$ cat src/rtl/affine_vertex_normal_transform_defines.svh
// Assertion macros for the vertex and normal transform.
`ifndef AFFINE_VERTEX_NORMAL_TRANSFORM_DEFINES_SVH
`define AFFINE_VERTEX_NORMAL_TRANSFORM_DEFINES_SVH
// Implication checked on every clock edge outside reset.
`define AVNT_ASSERT_IMP(label, clk, rst_n, ante, cons) \
    label: assert property (@(posedge clk) disable iff (!rst_n) (ante) |-> (cons)) \
        else $error("assertion failed");
// Next-cycle implication.
`define AVNT_ASSERT_NXT(label, clk, rst_n, ante, cons) \
    label: assert property (@(posedge clk) disable iff (!rst_n) (ante) |=> (cons)) \
        else $error("assertion failed");
`endif

$ cat src/rtl/avnt_pkg.sv
// Package: types and constants for the vertex and normal transform.
`timescale 1ns / 1ps
package avnt_pkg;
    localparam int FRAC_BITS_DEF  = 16;
    localparam int WORD_WIDTH_DEF = 32;
    localparam int IO_W = 32;
    localparam int NUM_COEF = 12;

    localparam logic [1:0] CMD_LOAD   = 2'd0;
    localparam logic [1:0] CMD_VERTEX = 2'd1;
    localparam logic [1:0] CMD_BOTH   = 2'd2;
    localparam logic [1:0] CMD_SPARE  = 2'd3;   // undefined, acts as CMD_VERTEX

    typedef enum logic [3:0] {
        ST_IDLE,
        ST_COF,
        ST_DET,
        ST_DIVSTART,
        ST_DIVWAIT,
        ST_VTX,
        ST_NRM,
        ST_OUT
    } t_state;

    // Operand index into the linear part, (r%3)*4+(c%3), for r and c up to 5
    function automatic logic [3:0] lin_idx(input logic [2:0] r, input logic [2:0] c);
        logic [2:0] rr;
        logic [2:0] cc;
        rr = (r >= 3'd3) ? r - 3'd3 : r;
        cc = (c >= 3'd3) ? c - 3'd3 : c;
        return {rr[1:0], 2'b00} + {2'b00, cc[1:0]};
    endfunction

    // Row and column of entry k of a row-major 3x3 matrix
    function automatic logic [1:0] row_of(input logic [3:0] k);
        return (k >= 4'd6) ? 2'd2 : ((k >= 4'd3) ? 2'd1 : 2'd0);
    endfunction

    function automatic logic [1:0] col_of(input logic [3:0] k);
        logic [3:0] rem;
        rem = k - 4'(row_of(k)) * 4'd3;
        return rem[1:0];
    endfunction
endpackage

$ cat src/rtl/avnt_div.sv
// Restoring divider, one quotient bit per cycle, truncates toward zero.
`timescale 1ns / 1ps
module avnt_div import avnt_pkg::*; #(
    parameter int NW = 96,
    parameter int DW = 64
) (
    input  logic                 i_clk,
    input  logic                 i_rst_n,
    input  logic                 i_start,
    input  logic signed [NW-1:0] i_num,
    input  logic signed [DW-1:0] i_den,
    output logic                 o_done,
    output logic signed [NW-1:0] o_quo
);
    localparam int CW = $clog2(NW + 1);
    logic [NW-1:0] r_q;
    logic [DW:0]   r_rem;
    logic [DW-1:0] r_d;
    logic [CW-1:0] r_cnt;
    logic          r_busy;
    logic          r_neg;
    logic          r_done;
    logic [DW:0]   w_sh;
    logic [DW:0]   w_sub;

    assign w_sh  = {r_rem[DW-1:0], r_q[NW-1]};
    assign w_sub = w_sh - {1'b0, r_d};

    always_ff @(posedge i_clk) begin
        if (!i_rst_n) begin
            r_busy <= 1'b0;
            r_done <= 1'b0;
        end else begin
            r_done <= 1'b0;
            if (i_start) begin
                r_busy <= 1'b1;
                r_cnt  <= CW'(NW);
                r_q    <= i_num[NW-1] ? NW'(-i_num) : NW'(i_num);
                r_d    <= i_den[DW-1] ? DW'(-i_den) : DW'(i_den);
                r_neg  <= i_num[NW-1] ^ i_den[DW-1];
                r_rem  <= '0;
            end else if (r_busy) begin
                if (!w_sub[DW]) begin
                    r_rem <= w_sub;
                    r_q   <= {r_q[NW-2:0], 1'b1};
                end else begin
                    r_rem <= w_sh;
                    r_q   <= {r_q[NW-2:0], 1'b0};
                end
                r_cnt <= r_cnt - 1'b1;
                if (r_cnt == CW'(1)) begin
                    r_busy <= 1'b0;
                    r_done <= 1'b1;
                end
            end
        end
    end

    assign o_done = r_done;
    assign o_quo  = r_neg ? NW'(-r_q) : NW'(r_q);
endmodule

$ cat config.mk
export PLATFORM = sky130hd
export DESIGN_NAME = avnt_div
export DESIGN_NICKNAME = d
export VERILOG_FILES = /design/src/rtl/affine_vertex_normal_transform_defines.svh /design/src/rtl/avnt_pkg.sv /design/src/rtl/avnt_div.sv
export SDC_FILE = /design/constraint.sdc
export NUM_CORES = 1
export LEC_CHECK = 0
export ABC_AREA = 0
export ABC_CLOCK_PERIOD_IN_PS = 7400
export BUFFER_PORTS_ARGS = -buffer_cell sky130_fd_sc_hd__buf_4
export CAP_MARGIN = 40
export CORE_UTILIZATION = 50
export CTS_CLUSTER_SIZE = 12
export DETAILED_ROUTE_END_ITERATION = 12
export GPL_TIMING_DRIVEN = 0
export PLACE_DENSITY = 0.71
export SLEW_MARGIN = 20
export SYNTH_ARGS = -nofsm -noshare
export SYNTH_HDL_FRONTEND = slang
export SYNTH_SLANG_ARGS = --single-unit
$ cat constraint.sdc
create_clock -name i_clk -period 7.4 [get_ports i_clk]
set_input_delay 0.74 -clock i_clk [delete_from_list [all_inputs] [get_ports i_clk]]
set_output_delay 0.74 -clock i_clk [all_outputs]
set_load 0.005 [all_outputs]
==> metrics.yaml <==
setup_path:
  arrival_ps: 5370
  worstSetupPathType: "reg -> out"
  r2r_slack_ps: 2490
  r2r_start: "r_d[0]$_DFFE_PP_"
  worst_ep_required_time_ps: 6660
  setup.worst_path.start_class: "flip-flop"
  critPathLaunch: "r_q[13]$_DFFE_PP_"
  cp_max_fo: 7
  cp-end-kind: "primary output"
floorplan:
  initial_core_util_pct: 50.91
  dieArea_um2: 38150
  io_pins: 260
  die_y_um: 195.3
  fp-row-count: 70
  die_x_um: 195.3
  core_um2: 36700
synthesis:
  ys.flop_type: "edfxtp_1"
  synth_seq_cells: 234
  async_flop_share_pct: 0
  syn_nets: 2349
  yosys_warnings: 0
  avgSynthCellArea_um2: 8.830
  syn_inst: 2116
  synth_edf_count: 232
  post_synth_num_cell_types: 72
  seq_area_frac_synth_pct: 37.50
  syn-cell-area_um2: 18680
clocking:
  cts_made_buffers: 28
  cts_tree: "done"
  clk_path_buf_depth: 3
  clock-root-buffer: "clkbuf_16"
  post_cts_buffers: 0
  cts_resized: 0
  cts_sinks: 234
  h-tree-depth: 1
  cts_hold_buf: 0
  cts.clk_slew.worst_paths_ps: 60
  insertion_delay_ps: 570
power:
  powerDensity_nw_per_um2: 203.8
  power_uw: 4550
  power.leakage_uw: 0.008404
  peakVddDrop_v: 0.0001692
drt:
  wirelength_mm: 62.13
  drc: 0
  drt-initial-drc-count: 1509
  postRouteAntennaNets: 0
  dr.pass1.iters: 5
  wl_per_cell_um: 21.39
  vias: 17760
  routed_via_density: 6.112
timing:
  finalCritPeriodShare_pct: 82.50
  slew_headroom_pct: 34.36
  final-hold-violation-count: 0
  rsz0062_at_grt: "false"
  finalMaxSlewViolations: 0
  tightest_slew_ps: 978.7
  setup_viol: 0
  layout_min_cycle_time_ps: 6105
  tns_ps: 0
  fmax_ghz: 0.1638
  skew_ps: 19.22
cells_and_area:
  syn_to_final_growth_pct: 19.47
  fin_nets: 2650
  final_util_pct: 60.83
  instances_no_fill: 2905
  drive_gt1_share_pct: 14.85
  antennaDiodeCount: 0
global_routing:
  grt_first_pass_wirelength_mm: 94.98
  grt_pass1_vias: 17160
  antenna_found_initial: 0
  grt_overflow_total: 0
  grt_util_all_layers_pct: 31.86
  grt_start_max_net_pins: 52
placed_design:
  dpl.cell_count: 2852
  hpwlAfterDp_mm: 48.54
  io_buffers: 258
  gp_routability_congestion: 0.9498
status:
  status: "complete, no violations"
min_path:
  hold_class: "in -> reg"
  worstHoldStart: "i_den[0]"
flow_run:
  max-cap-violations: 0
==> cell usage in the layout, fill, tap and decap left out, drive strengths merged, types with 25 or more instances in the layout <==
| master | n |
|---|---|
| o31ai | 72 |
| clkbuf | 135 |
| nand4 | 25 |
| o21ai | 143 |
| nor2 | 242 |
| xnor2 | 193 |
| o41ai | 38 |
| nor3 | 45 |
| inv | 97 |
| a21oi | 198 |
| ha | 69 |
| edfxtp | 232 |
| nand2 | 144 |
| or4 | 41 |
| nand3 | 31 |
| buf | 278 |
| xor2 | 112 |
| or3 | 60 |
| a21o | 37 |
==> worst max-delay path, stage by stage, from the launching register on <==
cell and delay [ps]:
edfxtp_1 430, or4_1 600, or3_1 390, or3_1 370, or2_2 310, or3_1 550, or4_1 700, or2_1 330
or3_1 410, o31ai_1 310, xnor2_1 230, buf_4 170
==> cell usage after synthesis (13+ instances only) <==
master / instances / share of area, %
nor3_1: 44 / 1.2
or3_1: 59 / 2.0
o31ai_1: 72 / 2.9
nor2_1: 242 / 4.9
a21o_1: 37 / 1.5
or4_1: 39 / 1.6
o41ai_1: 37 / 1.7
o21ai_0: 141 / 3.8
nand2b_1: 21 / 0.70
a21oi_1: 198 / 5.3
xor2_1: 112 / 5.3
mux2_2: 13 / 0.78
nand3_1: 31 / 0.83
or2_2: 19 / 0.64
inv_1: 95 / 1.9
xnor2_1: 193 / 9.0
mux2i_1: 24 / 1.3
clkbuf_1: 94 / 1.9
nand4_1: 25 / 0.84
nand2_1: 144 / 2.9
nor4_1: 14 / 0.47
nand3b_1: 13 / 0.52
ha_1: 69 / 4.6
edfxtp_1: 232 / 37
==> cell type report <==
cell class / count / area (um^2)
fillers: 3204 / 14380
multi-input cells: 1685 / 10940
flip-flops and latches: 234 / 7007
repair buffers: 271 / 2120
clock buffers: 40 / 817.0
well taps: 468 / 585.6
plain buffers: 102 / 387.9
inverters: 95 / 356.6
clock inverters: 10 / 106.4
==> flip-flops by register name, summed over array words and instances, names as in the netlist <==
| name | cells |
|---|---|
| r_q | 96 |
| r_d | 64 |
| r_rem | 64 |
| r_cnt | 7 |
| o_done | 1 |
| r_busy | 1 |
| r_neg | 1 |
==> power breakdown <==
| part | switching [uW] | internal [uW] | leakage [uW] | total, uW |
|---|---|---|---|---|
| registers | 81.9 | 1610 | 0.00222 | 1690 |
| logic | 848 | 606 | 0.00572 | 1450 |
| clock network | 572 | 833 | 0.000459 | 1410 |
==> metal layers <==
metal | part of all wire (%) | global-route usage (%)
met1 | 43 | 43.50
met2 | 45 | 50.67
met3 | 8.2 | 5.665
met4 | 3.7 | 11.32
met5 | 0 | 0
==> path summary, 6_finish.rpt <==
kind / end / cells past startpoint
worst max-delay path: o_quo[90] / 11
worst min-delay path: r_d[0]$_DFFE_PP_ / 1
worst max register to register: r_rem[59]$_SDFFCE_PP0P_ / 13
worst min register to register: o_done$_SDFF_PP0_ / 2
==> cells by family (layout without fill, tap and decap cells) <==
kind of cell | after synthesis | in the layout | synth area share, %
AND/OR/NAND/NOR | 697 | 697 | 18.25
AO/OA/AOI/OAI | 576 | 576 | 19.17
XOR/XNOR | 305 | 305 | 14.30
flip-flops | 234 | 234 | 37.50
buffers and inverters | 197 | 518 | 3.984
adder cells (fa/ha/maj) | 70 | 70 | 4.728
multiplexers | 37 | 37 | 2.069
==> per-stage QoR <==
| step | hold slack, ps | cell area, um^2 | setup WS [ps] |
|---|---|---|---|
| after detailed placement | 446.8 | 21370 | 2010 |
| final | 375.5 | 22320 | 1295 |
| after global routing | 365.8 | 22320 | 1170 |
| after floorplan | 414.5 | 18680 | 2026 |
| after global placement | 424.7 | 21210 | -337.3 |
| after CTS | 354.0 | 22300 | 1398 |
Note: power is estimated with default switching activity, not from simulation.
